File: config.mk
export PLATFORM = sky130hd
export DESIGN_NAME = multi_priority_ring_queue_core
export DESIGN_NICKNAME = d
export VERILOG_FILES = /design/src/rtl/mprq_pkg.sv /design/src/rtl/multi_priority_ring_queue_core.sv
export SDC_FILE = /design/constraint.sdc
export NUM_CORES = 1
export LEC_CHECK = 0
export BUFFER_PORTS_ARGS = -buffer_cell sky130_fd_sc_hd__buf_4
export CORE_UTILIZATION = 55
export DETAILED_ROUTE_END_ITERATION = 16
export GPL_ROUTABILITY_DRIVEN = 0
export PLACE_DENSITY_LB_ADDON = 0.2
export SLEW_MARGIN = 20
export SYNTH_ARGS = -nofsm -noshare
export SYNTH_HDL_FRONTEND = slang
export SYNTH_SLANG_ARGS = --single-unit
File: constraint.sdc
create_clock -name i_clk -period 6 [get_ports i_clk]
set_clock_uncertainty 0.2 [all_clocks]
set_input_delay 0.6 -clock i_clk [delete_from_list [all_inputs] [get_ports i_clk]]
set_output_delay 0.6 -clock i_clk [all_outputs]
set_load 0.01 [all_outputs]
File: src/rtl/mprq_pkg.sv
// Package with the sizes, mode codes and ring helper functions of the priority ring queue.
`timescale 1ns / 1ps

package mprq_pkg;

    localparam int NUM_PRIORITIES = 4;
    localparam int RING_DEPTH     = 16;
    localparam int NUM_CLIENTS    = 8;

    localparam int MODE_W   = 2;
    localparam int PRIO_W   = 2;
    localparam int CLIENT_W = 3;
    localparam int STAMP_W  = 32;
    localparam int FRUS_W   = 8;
    localparam int OCC_W    = 4;
    localparam int PTR_W    = $clog2(RING_DEPTH);
    localparam int ADDR_W   = $clog2(NUM_PRIORITIES * RING_DEPTH);

    localparam logic [MODE_W-1:0] MODE_INSERT = 2'd0;
    localparam logic [MODE_W-1:0] MODE_REMOVE = 2'd1;
    localparam logic [MODE_W-1:0] MODE_STATUS = 2'd2;

    localparam logic [FRUS_W-1:0] FRUS_MAX = {FRUS_W{1'b1}};

    typedef logic [PTR_W-1:0] t_ptr;

    function automatic t_ptr ring_next(t_ptr pos);
        return (32'(pos) == RING_DEPTH - 1) ? '0 : pos + t_ptr'(1);
    endfunction

    function automatic logic [OCC_W-1:0] ring_count(t_ptr head, t_ptr tail);
        logic [PTR_W:0] diff;
        if (tail >= head) begin
            diff = {1'b0, tail} - {1'b0, head};
        end else begin
            diff = {1'b0, tail} + (PTR_W+1)'(RING_DEPTH) - {1'b0, head};
        end
        return OCC_W'(diff);
    endfunction

    function automatic logic [ADDR_W-1:0] ring_addr(logic [PRIO_W-1:0] prio, t_ptr pos);
        return ADDR_W'(32'(prio) * RING_DEPTH + 32'(pos));
    endfunction

endpackage

File: src/rtl/multi_priority_ring_queue_core.sv
// Top level of the priority ring queue: input register with the pointer logic, client stage, output register.
//
// Usage: a word on the input channel (i_valid, o_stall) carries a mode, a priority
// level and a client id. Mode insert puts the client at the tail of the addressed
// ring, stamps it with a wrapping 32-bit arrival counter and clears its frustration
// count. Mode remove takes the head id of the ring and bumps that client's
// frustration count, which saturates at 255. Any other mode only reads status.
// Every input word yields exactly one result word on the output channel
// (o_valid, i_stall) with the ring's occupancy, empty and full flags afterwards.
// A word passes the input register, stage B and the output register. One word is
// taken per cycle while o_stall is low; the ring pointers update and the ring memory
// read is registered as a word leaves A; the client tables follow in order as it leaves B.
// Reset clears the pointers, the arrival counter, the client tables and all
// valid flags; ring entries are not cleared, as a remove only reads written slots.
// When the receiver stalls, the output word holds and the stages behind it fill
// up; o_stall rises only when every stage holds a word.
`timescale 1ns / 1ps

module multi_priority_ring_queue_core
    import mprq_pkg::*;
(
    input  logic                i_clk,
    input  logic                i_rst_n,
    input  logic                i_valid,
    output logic                o_stall,
    input  logic [MODE_W-1:0]   i_mode,
    input  logic [PRIO_W-1:0]   i_priority_level,
    input  logic [CLIENT_W-1:0] i_client_number,
    output logic                o_valid,
    input  logic                i_stall,
    output logic                o_ok,
    output logic [CLIENT_W-1:0] o_removed_client,
    output logic [STAMP_W-1:0]  o_arrival_stamp,
    output logic [FRUS_W-1:0]   o_frustration_count,
    output logic [OCC_W-1:0]    o_occupancy,
    output logic                o_is_empty,
    output logic                o_is_full
);

    // Pipeline control.
    logic r_a_valid, r_b_valid, r_out_valid;
    logic out_free, b_free, a_free, adv_a, adv_b;

    // Stage A: registered input word.
    logic [MODE_W-1:0]   r_a_mode;
    logic [PRIO_W-1:0]   r_a_prio;
    logic [CLIENT_W-1:0] r_a_client;

    // Ring state.
    t_ptr               r_head [NUM_PRIORITIES];
    t_ptr               r_tail [NUM_PRIORITIES];
    logic [STAMP_W-1:0] r_stamp;
    logic [CLIENT_W-1:0] ring_mem [NUM_PRIORITIES*RING_DEPTH];

    // Client tables.
    logic [STAMP_W-1:0] r_arrival [NUM_CLIENTS];
    logic [FRUS_W-1:0]  r_frus    [NUM_CLIENTS];

    // Stage B registers.
    logic                r_b_ins, r_b_rem, r_b_ok, r_b_empty, r_b_full;
    logic [CLIENT_W-1:0] r_b_client, r_b_rd;
    logic [STAMP_W-1:0]  r_b_stamp;
    logic [OCC_W-1:0]    r_b_occ;

    // Output registers.
    logic                r_ok, r_empty, r_full;
    logic [CLIENT_W-1:0] r_removed;
    logic [STAMP_W-1:0]  r_out_stamp;
    logic [FRUS_W-1:0]   r_out_frus;
    logic [OCC_W-1:0]    r_occ;

    // Stage A logic.
    logic        prio_ok, a_full, a_empty, do_ins, do_rem, a_ok;
    t_ptr        a_head, a_tail, n_head, n_tail;
    logic [OCC_W-1:0] a_occ;
    logic        a_empty_after, a_full_after;

    // Stage B logic.
    logic              id_ok;
    logic [FRUS_W-1:0] frus_cur, n_frus;
    logic [STAMP_W-1:0] b_stamp;
    logic [FRUS_W-1:0]  b_frus;
    logic [CLIENT_W-1:0] b_removed;

    assign out_free = !r_out_valid || !i_stall;
    assign b_free   = !r_b_valid || out_free;
    assign a_free   = !r_a_valid || b_free;
    assign adv_a    = r_a_valid && b_free;
    assign adv_b    = r_b_valid && out_free;
    assign o_stall  = !a_free;

    always_comb begin
        prio_ok = 32'(r_a_prio) < NUM_PRIORITIES;
        a_head  = r_head[r_a_prio];
        a_tail  = r_tail[r_a_prio];
        a_full  = ring_next(a_tail) == a_head;
        a_empty = a_head == a_tail;
        do_ins  = prio_ok && (r_a_mode == MODE_INSERT) && !a_full
                  && (32'(r_a_client) < NUM_CLIENTS);
        do_rem  = prio_ok && (r_a_mode == MODE_REMOVE) && !a_empty;
        n_head  = do_rem ? ring_next(a_head) : a_head;
        n_tail  = do_ins ? ring_next(a_tail) : a_tail;
        if (!prio_ok) begin
            a_ok = 1'b0;
        end else if (r_a_mode == MODE_INSERT) begin
            a_ok = do_ins;
        end else if (r_a_mode == MODE_REMOVE) begin
            a_ok = do_rem;
        end else begin
            a_ok = 1'b1;
        end
        if (prio_ok) begin
            a_occ         = ring_count(n_head, n_tail);
            a_empty_after = n_head == n_tail;
            a_full_after  = ring_next(n_tail) == n_head;
        end else begin
            a_occ         = '0;
            a_empty_after = 1'b1;
            a_full_after  = 1'b0;
        end
    end

    always_comb begin
        id_ok     = 32'(r_b_rd) < NUM_CLIENTS;
        frus_cur  = r_frus[r_b_rd];
        n_frus    = (frus_cur == FRUS_MAX) ? frus_cur : frus_cur + FRUS_W'(1);
        b_stamp   = '0;
        b_frus    = '0;
        b_removed = '0;
        if (r_b_ins) begin
            b_stamp = r_b_stamp;
        end else if (r_b_rem) begin
            b_removed = r_b_rd;
            if (id_ok) begin
                b_stamp = r_arrival[r_b_rd];
                b_frus  = n_frus;
            end
        end
    end

    // Control and state registers.
    always_ff @(posedge i_clk) begin
        if (!i_rst_n) begin
            r_a_valid   <= 1'b0;
            r_b_valid   <= 1'b0;
            r_out_valid <= 1'b0;
            r_stamp     <= '0;
            for (int i = 0; i < NUM_PRIORITIES; i++) begin
                r_head[i] <= '0;
                r_tail[i] <= '0;
            end
            for (int i = 0; i < NUM_CLIENTS; i++) begin
                r_arrival[i] <= '0;
                r_frus[i]    <= '0;
            end
        end else begin
            if (a_free) begin
                r_a_valid <= i_valid;
            end
            if (b_free) begin
                r_b_valid <= r_a_valid;
            end
            if (out_free) begin
                r_out_valid <= r_b_valid;
            end
            if (adv_a && prio_ok) begin
                r_head[r_a_prio] <= n_head;
                r_tail[r_a_prio] <= n_tail;
            end
            if (adv_a && do_ins) begin
                r_stamp <= r_stamp + STAMP_W'(1);
            end
            if (adv_b && r_b_ins) begin
                r_arrival[r_b_client] <= r_b_stamp;
                r_frus[r_b_client]    <= '0;
            end else if (adv_b && r_b_rem && id_ok) begin
                r_frus[r_b_rd] <= n_frus;
            end
        end
    end

    // Ring memory: one write port at the tail, one registered read port at the head.
    always_ff @(posedge i_clk) begin
        if (adv_a && do_ins) begin
            ring_mem[ring_addr(r_a_prio, a_tail)] <= r_a_client;
        end
        if (adv_a) begin
            r_b_rd <= ring_mem[ring_addr(r_a_prio, a_head)];
        end
    end

    // Payload registers.
    always_ff @(posedge i_clk) begin
        if (a_free) begin
            r_a_mode   <= i_mode;
            r_a_prio   <= i_priority_level;
            r_a_client <= i_client_number;
        end
        if (adv_a) begin
            r_b_ins    <= do_ins;
            r_b_rem    <= do_rem;
            r_b_ok     <= a_ok;
            r_b_client <= r_a_client;
            r_b_stamp  <= r_stamp;
            r_b_occ    <= a_occ;
            r_b_empty  <= a_empty_after;
            r_b_full   <= a_full_after;
        end
        if (adv_b) begin
            r_ok        <= r_b_ok;
            r_removed   <= b_removed;
            r_out_stamp <= b_stamp;
            r_out_frus  <= b_frus;
            r_occ       <= r_b_occ;
            r_empty     <= r_b_empty;
            r_full      <= r_b_full;
        end
    end

    assign o_valid             = r_out_valid;
    assign o_ok                = r_ok;
    assign o_removed_client    = r_removed;
    assign o_arrival_stamp     = r_out_stamp;
    assign o_frustration_count = r_out_frus;
    assign o_occupancy         = r_occ;
    assign o_is_empty          = r_empty;
    assign o_is_full           = r_full;

`ifndef ASSERT_OFF
    a_empty_full_excl: assert property (@(posedge i_clk) disable iff (!i_rst_n)
        o_valid |-> !(o_is_empty && o_is_full))
        else $error("ring reported empty and full at once");

    a_fail_no_data: assert property (@(posedge i_clk) disable iff (!i_rst_n)
        (o_valid && !o_ok) |-> (o_removed_client == '0 && o_arrival_stamp == '0
                                && o_frustration_count == '0))
        else $error("failed operation returned data");

    a_stamp_step: assert property (@(posedge i_clk) disable iff (!i_rst_n)
        (r_stamp != $past(r_stamp)) |-> (r_stamp == STAMP_W'($past(r_stamp) + STAMP_W'(1))))
        else $error("arrival counter moved by more than one");
`endif

endmodule
======== After elaboration in Yosys (flattened, before gate mapping) ========
Memory sizes are Yosys's and may differ from the RTL's. A register that Yosys moved wholly into a read port is not among the register bits.
Index checks and enable logic that the tools add are counted.
storage, ports and cells
  memory bits (writable) .................. 544
  bits in registers ....................... 136
  memories kept ........................... 5
  logic and storage cells ................. 113
  bits of input ports ..................... 11
  output and inout bits ................... 52
memories
  name       depth  bits a word  rd ports  clocked after memory_dff  write ports  RTL line                              source
  r_arrival  8      32           1         0                         8            multi_priority_ring_queue_core.sv:56  logic [STAMP_W-1:0] r_arrival [NUM_CLIENTS];
  ring_mem   64     3            1         1                         1            multi_priority_ring_queue_core.sv:53  logic [CLIENT_W-1:0] ring_mem [NUM_PRIORITIES*RING_DEPTH];
  r_frus     8      8            1         0                         8            multi_priority_ring_queue_core.sv:57  logic [FRUS_W-1:0] r_frus [NUM_CLIENTS];
  r_head     4      4            1         1                         4            multi_priority_ring_queue_core.sv:50  t_ptr r_head [NUM_PRIORITIES];
  r_tail     4      4            1         1                         4            multi_priority_ring_queue_core.sv:51  t_ptr r_tail [NUM_PRIORITIES];
cells by class
  eq/ne operators ......................... 9
  reduce and logical (&&, ||, !) cells .... 24
  muxes and demuxes ....................... 41
  order comparisons ....................... 1
  add/sub/neg operators ................... 10
  bitwise gates (word level) .............. 1
operators by type and width
  kind                     count
  $mux W32                 3
  $add A32 B1 Y32 const B  1
  $mux W4                  8
  $reduce_or A32 Y1        1
  $mux W8                  3
  $mux W1                  20
  $add A4 B1 Y4 const B    4
  $eq A4 B4 Y1             4
  $reduce_or A8 Y1         2
  $add A6 B4 Y6            2
  $eq A4 B4 Y1 const B     3
  $mux W3                  3
  $add A8 B1 Y8 const B    1
  $eq A8 B8 Y1 const B     1
  $mux W2                  4
  $reduce_or A4 Y1         2
  $sub A4 B4 Y4            2
  $logic_and A1 B1 Y1      7
  $logic_not A1 Y1         7
  $ge A4 B4 Y1             1
  $logic_or A1 B1 Y1       3
  $eq A2 B1 Y1 const B     1
  $logic_not A2 Y1         1
  $reduce_or A2 Y1         1
  $not A1 Y1               1

======== Logic depth before layout (Yosys ltp) ========
Gate-level depths: netlist of run 1.
  word-level depth ........................ 10
  gate-level depth with buffers ........... 15
  mapped depth without buffers ............ 13

======== Worst setup path after synthesis of run 1 ========
OpenSTA, ideal clock, no wires.
  path type ............................... in2reg
  start point ............................. input port i_stall
  end point ............................... memory r_arrival[6][0], enable pin
  stages .................................. 6
  library setup time ...................... 0.466 ns
  slack ................................... 0.403 ns
  required time ........................... 5.334 ns
  buffers on the path ..................... 1
  data arrival time ....................... 4.932 ns
  cells stage by stage .................... nand2_1 and2_1 nand2_1 or2_2 clkbuf_1 o21ai_0
RTL lines
  item                RTL line                              source
  start: declaration  multi_priority_ring_queue_core.sv:30  input logic i_stall,
  end: declaration    multi_priority_ring_queue_core.sv:56

==> impl_results.md, run 1 <==
* Run status: finished clean
* Compound-Gate Fraction of Synth Area at 1.60%
* DRT iter0 DRCs at 1463
* Clock Latency Late Sink at 0.61 ns
* Crit path arrival time at 5.04 ns
* Starting Density at 55.6%
* Synth Area in Adders at 0.454%
* Total track usage at 24.4%
* Inst Count DP at 2522
* Post-synthesis xor/xnor area fraction at 1.68%
* Final Cell Area at 32800 um2
* Core Region at 52600 um2
* RSZ-0062 raised after global routing: no
* Hold Fails Final Rpt at 0
* CTS buffer count at 71
* Cell-internal power at 0.00812 W
* Flops & latches, synth at 685
* Die width at 232 um
* CP max FO at 12
* Die ar. at 54000 um2
* Crit Path Class: reg2reg
* Placed Area at 30500 um2
* Non-filler cells, final at 2658
* Pin count of the biggest net entering global routing at 68
* # fillers at 3811
* Cell count after synthesis at 1842
* Number of synthesized flops with an enable pin at 648
* Fmax achieved at 0.208 GHz
* Minimum clock period after layout at 4.80 ns
* Slowest cell on crit path: mux4_1
* Hold_buf cts at 7
* Initial antenna violation count at 0
* Async set-reset flop share out of synthesis at 0%
* Area share of the largest cell type after synthesis at 66.6%
* Pwr Density at 318 nW/um2
* Worst Hold Launch: i_valid
* WP data required at 6.24 ns
* Drt first pass iters at 5
* Critical Path Sink Type: register
* Buffers on Ports at 62
* Clock sink count at 685
* Area leader, netlist: edfxtp_1
* Distinct cells, synth at 57
* Dpl ws at 1.20 ns
* Post-cts resize count at 0
* Register area share after synthesis at 69.2%
* Worst slew margin at 28.3%
* Final TNS setup at 0 ns
* Synth Cell Area at 29200 um2
* Synth Area in Simple Gates at 11.8%
* Post-CTS setup buffer count at 0
* Final worst slack at 1.20 ns
* Maximum buffer depth of the clock tree at 3
* Synthesis-to-finish area growth at 12.3%
* Synth warn at 0
* Diodes inserted at 0
* Via count at 15.8k
* Crit-path cells: mux4_1 > ha_1 > a21o_1 > a21oi_2 > xor2_1 > o21ai_1 > mux2i_1 > inv_1 > ha_1 > xnor2_1 > or3_1 > nor3_1
* Syn_nets at 1863
* Crit-path max cell delay at 0.81 ns
* Dpl hpwl at 37200 um
* Die H at 232 um
* First-pass GRT wire length at 97100 um
* Max Cap Viol at 0
* Largest family of logic cells by synthesized area: multiplexers
* M1 GR Usage at 32.2%
* Ports at 63
* Total Power at 0.0104 W
* Synth area leaders: edfxtp_1, mux4_2, and2_1
* Row cnt at 84
* WL/cell at 24.0 um
* Vias in the first global route at 16.3k
* Worst R2R Setup Slack at 1.20 ns
* H-Tree Depth at 3
* Flop pwr share at 52.1%
* Slew of the pin with the lowest slew margin at 1.08 ns
* Share of cells above drive strength 1 at 18.9%
* Multiplexer share of the synthesized area at 13.6%
* Pleak at 11.4 nW
* Most frequent CP cell: ha_1
* Combinational cell fraction of total power at 7.2%
* Met3 Usage GRT at 4.46%
* Gr busiest metal: met2
* Final global-route overflow total at 0
* Fin crit share at 80.0%
* Average cell area after synthesis at 15.9 um2
* Clock slew at the register clock pins of the worst setup and hold paths at 0.06 ns
* Vias/cell at 5.95
* Max VDD drop at 257 uV
* Setup violators final at 0
* Clock Tree Root: clkbuf_16
* Met2 Usage GRT at 40.9%
* Prevailing post-synth register cell: edfxtp_1
* Drt drc at 0
* Clock power share at 40.7%
* Worst Hold Class: in2reg
* Sw frac at 22.3%
* CTS tree: built
* Sw power at 0.00233 W
* Final nets at 1936
* Antenna Violating Nets Remaining at 0
* Final Max Tran Viols at 0
* Final wirelength at 63700 um
* Startpoint Class: register
-- power groups by stage --
stage	registers [W]	clock network (W)	logic, W
after global routing	0.00545	0.00448	0.000811
after global placement	0.00553	0	0.000739
after floorplan	0.00552	0	0.000532
after detailed placement	0.00554	0	0.000750
final	0.00544	0.00426	0.000753
after CTS	0.00544	0.00431	0.000756
-- state kept, by name (all words and copies together), names as in the netlist, 2 cells and up, named ones only --
signal	flops
o_arrival_stamp	32
o_frustration_count	8
o_occupancy	4
o_removed_client	3
r_a_client	3
r_a_mode	2
r_a_prio	2
r_arrival	256
r_b_client	3
r_b_occ	4
r_b_rd	3
r_b_stamp	32
r_frus	64
r_head	16
r_stamp	32
r_tail	16
ring_mem	192
-- final timing paths --
check	to	cells past startpoint
setup / recovery	r_b_full	12
hold / removal	r_a_valid	2
setup reg to reg	r_b_full	12
hold reg to reg	o_is_empty	0
-- area by class of cell --
| type | instances | area [um2] | share of cell area [%] |
|---|---|---|---|
| Multi-Input combinational cell | 1034 | 8640 | 26.3 |
| Clock inverter | 31 | 283 | 0.862 |
| Sequential cell | 685 | 20200 | 61.6 |
| Timing Repair Buffer | 100 | 788 | 2.40 |
| Tap cell | 688 | 861 | 2.62 |
| Inverter | 23 | 86.3 | 0.263 |
| Clock buffer | 97 | 1960 | 5.96 |
-- routing by layer --
layer | up-vias | part of all wire, % | routed length [um]
met2 | 550 | 51 | 32400
met1 | 8153 | 41 | 26100
met4 | 0 | 1.9 | 1230
li1 | 7023 | - | -
met3 | 88 | 6.3 | 4010
met5 | - | 0 | 0
-- cell usage in the layout (no fill, tap or decap), drive strengths merged, types with 3 or more instances in the layout --
cell,synthesis,final
nand4,8,8
and3,8,8
nand2,90,90
clkbuf,61,97
bufinv,0,3
nor3,9,9
buf,39,93
and4,5,5
clkinv,1,21
o21ai,54,54
nand2b,14,14
xor2,34,34
a21oi,8,8
xnor2,18,18
inv,22,28
ha,9,9
mux2,9,9
mux4,141,141
mux2i,69,69
nor2,206,206
a21o,3,3
edfxtp,648,648
or2,6,6
and2,271,271
dfxtp,37,37
dlygate4sd3,0,7
nand3,38,38
nor2b,7,7
-- logic make-up after synthesis --
kind of cell             after synthesis
XOR/XNOR                              52
adder cells (fa/ha/maj)               10
buffers and inverters                123
flip-flops                           685
multiplexers                         219
AND/OR/NAND/NOR                      672
AO/OA/AOI/OAI                         81
-- Yosys cell counts (all sizes together) (2+ instances only) --
cell,instances
and4,5
nor3,9
a21boi,2
or2,6
nand4,8
o21ai,54
xor2,34
nor3b,2
and3,8
inv,22
mux4,141
and2,271
or3,2
a21o,3
o22ai,2
buf,39
clkbuf,61
nand3,38
dfxtp,37
nor2,206
o211ai,2
a211oi,2
ha,9
a21oi,8
xnor2,18
edfxtp,648
a31oi,2
mux2i,69
mux2,9
nand2b,14
nand3b,2
nand2,90
nor2b,7
-- worst max-delay path, delay by kind of cell (launching register included) --
| kind | cells | cell delay, ns |
|---|---|---|
| compound gates | 3 | 0.92 |
| mux | 2 | 1.18 |
| buf+inv | 1 | 0.15 |
| xor+xnor | 2 | 0.24 |
| fa+ha+maj | 2 | 0.67 |
| flops | 1 | 0.71 |
| simple gates | 2 | 0.55 |
-- stage by stage --
step,util (%),hold slack [ns]
floorplan,-,0.200
global placement,58.0,0.204
detailed placement,58.0,0.206
CTS,62.4,0.0536
global route,62.4,0.0674
finish,62.4,0.0722
(Power assumes the default switching activity.)
==> inputs of run 2 (changes only) <==
- clock period: 6 -> 4.67 ns (I/O delays scaled with it)
==> run 2 against run 1 <==
Effect of this change:
- sequential share of layout area decreased by 0.51 points
- clock power increased by 35%
- power increased by 31%
- largest power group unchanged
- die area unchanged
- utilization increased by 0.52 points
- highest routed layer unchanged
- wire length increased by 2.3%
- critical path depth unchanged
==> impl_results.md, run 2 (synthesis results as in run 1) <==
* Commonest non-fill, non-tap cell in the layout: edfxtp_1
* Pleak at 11.6 nW (+1.5%)
* Drt first pass iters at 6 (+1)
* Initial antenna violation count at 0 (unchanged)
* Pin count of the biggest net entering global routing at 66 (-2.9%)
* Clock Latency Late Sink at 0.61 ns (about the same)
* WL/cell at 24.3 um (+1.5%)
* Vias in the first global route at 16.5k (+1.2%)
* WP data required at 4.89 ns (-1.35 ns)
* Final nets at 1956 (+1.0%)
* Max reg flops at 256 (unchanged)
* Max Cap Viol at 0 (unchanged)
* Diodes inserted at 0 (unchanged)
* Storage cell area at 20200 um2 (unchanged)
* Startpoint Class: register
* RSZ-0062 raised after global routing: no
* Buffers on Ports at 62 (unchanged)
* Pwr Density at 415 nW/um2 (+30%)
* Total Power at 0.0137 W (+31%)
* Area of the multi-input gates at 8610 um2 (-0.35%)
* Top Registers: r_arrival: 256 flops, ring_mem: 192 flops, r_frus: 64 flops
* Via count at 16.0k (+1.2%)
* Fin crit share at 94.2% (+14 points)
* Crit Path Class: reg2reg
* Clock sink count at 685 (unchanged)
* Hold Fails Final Rpt at 0 (unchanged)
* Share of cells above drive strength 1 at 19.9% (+1.0 points)
* H-Tree Depth at 3 (unchanged)
* Commonest non-fill, non-tap cells in the layout: edfxtp_1, and2_1, nor2_1
* Clock slew at the register clock pins of the worst setup and hold paths at 0.06 ns (about the same)
* Run status: finished clean
* Clock Tree Root: clkbuf_16
* Maximum buffer depth of the clock tree at 3 (unchanged)
* Final wirelength at 65200 um (+2.3%)
* DRT iter0 DRCs at 1624 (+11%)
* Worst Hold Class: in2reg
* Dpl hpwl at 37900 um (+2.0%)
* # fillers at 3784 (-0.71%)
* Most flop-heavy register: r_arrival
* Synthesis-to-finish area growth at 13.3%
* Final Max Tran Viols at 0 (unchanged)
* Dpl ws at 0.302 ns (-0.897 ns)
* Antenna Violating Nets Remaining at 0 (unchanged)
* First-pass GRT wire length at 99300 um (+2.3%)
* Final TNS setup at 0 ns (unchanged)
* Minimum clock period after layout at 4.40 ns (-0.404 ns)
* Fmax achieved at 0.227 GHz (+9.2%)
* Die width at 232 um (unchanged)
* Worst slew margin at 41.7% (+13 points)
* Ports at 63 (unchanged)
* CTS buffer count at 70 (-1.4%)
* Setup violators final at 0 (unchanged)
* Slew of the pin with the lowest slew margin at 0.871 ns (-0.205 ns)
* Row cnt at 84 (unchanged)
* CP max FO at 9 (-3)
* Crit path arrival time at 4.62 ns (-0.42 ns)
* Drt drc at 0 (unchanged)
* Core Region at 52600 um2 (unchanged)
* CTS tree: built
* Starting Density at 55.6% (unchanged)
* Critical Path Sink Type: register
* Total track usage at 24.9% (+0.56 points)
* Final worst slack at 0.273 ns (-0.926 ns)
* Vias/cell at 5.97 (+0.40%)
* Final global-route overflow total at 0 (unchanged)
* Die ar. at 54000 um2 (unchanged)
* Post-cts resize count at 0 (unchanged)
* Max VDD drop at 339 uV (+32%)
* Die H at 232 um (unchanged)
-- run 2: cell type report --
| type | count | share of cell area, % |
|---|---|---|
| clock buffer | 104 | 6.24 |
| clock inverter | 24 | 0.972 |
| inverter | 23 | 0.261 |
| multi-input combinational | 1034 | 26.0 |
| sequential | 685 | 61.1 |
| tap | 688 | 2.60 |
| timing repair buffer | 121 | 2.86 |
-- run 2: worst max-delay path, stage by stage (launching register included) --
cell     delay, ns
dfxtp_1       0.55
mux4_1        0.79
ha_1          0.35
a21o_1        0.22
a21oi_2       0.21
xor2_1        0.24
o21ai_1       0.12
buf_4         0.19
o21ai_0       0.32
ha_1          0.31
xnor2_1       0.12
or3_1         0.36
nor3_1        0.22
-- run 2: worst paths after layout --
path | from | end | cells past startpoint | slack [ns]
setup reg to reg | register | r_b_full | 12 | 0.27
hold reg to reg | r_b_occ[3] | o_occupancy[3] | 0 | 0.22
hold / removal | i_rst_n | r_a_valid | 2 | 0.14
setup / recovery | register | r_b_full | 12 | 0.27
-- run 2: per-layer routing --
metal / GRT usage (%) / up-vias / wire length (um)
met2: 40.9 / 628 / 32300
met5: 0 / - / 0
li1: - / 7061 / -
met4: 8.66 / 0 / 1490
met1: 34.0 / 8211 / 27100
met3: 3.93 / 102 / 4260
-- run 2: what timing repair did --
item	in CTS	in global routing
setup buffers	0	0
hold buffers	9	0
endpoints found under the hold margin	11	0
-- run 2: power by group --
| group | switching (W) | internal (W) | total, W |
|---|---|---|---|
| sequential | 0.0000910 | 0.00689 | 0.00698 |
| combinational | 0.000568 | 0.000421 | 0.000989 |
| clock | 0.00229 | 0.00346 | 0.00575 |
| total | 0.00295 | 0.0108 | 0.0137 |
-- run 2: per-stage QoR --
step | instance area, um2 | std cells | hold slack [ns] | utilization, %
6_report | 33100 | 2679 | 0.143 | 63.0
5_1_grt | 33100 | 2679 | 0.136 | 63.0
4_1_cts | 33100 | 2677 | 0.116 | 62.9
3_5_place_dp | 30600 | 2540 | 0.210 | 58.2
3_3_place_gp | 30600 | 2540 | 0.211 | 58.2
2_1_floorplan | 29200 | 1842 | 0.200 | -
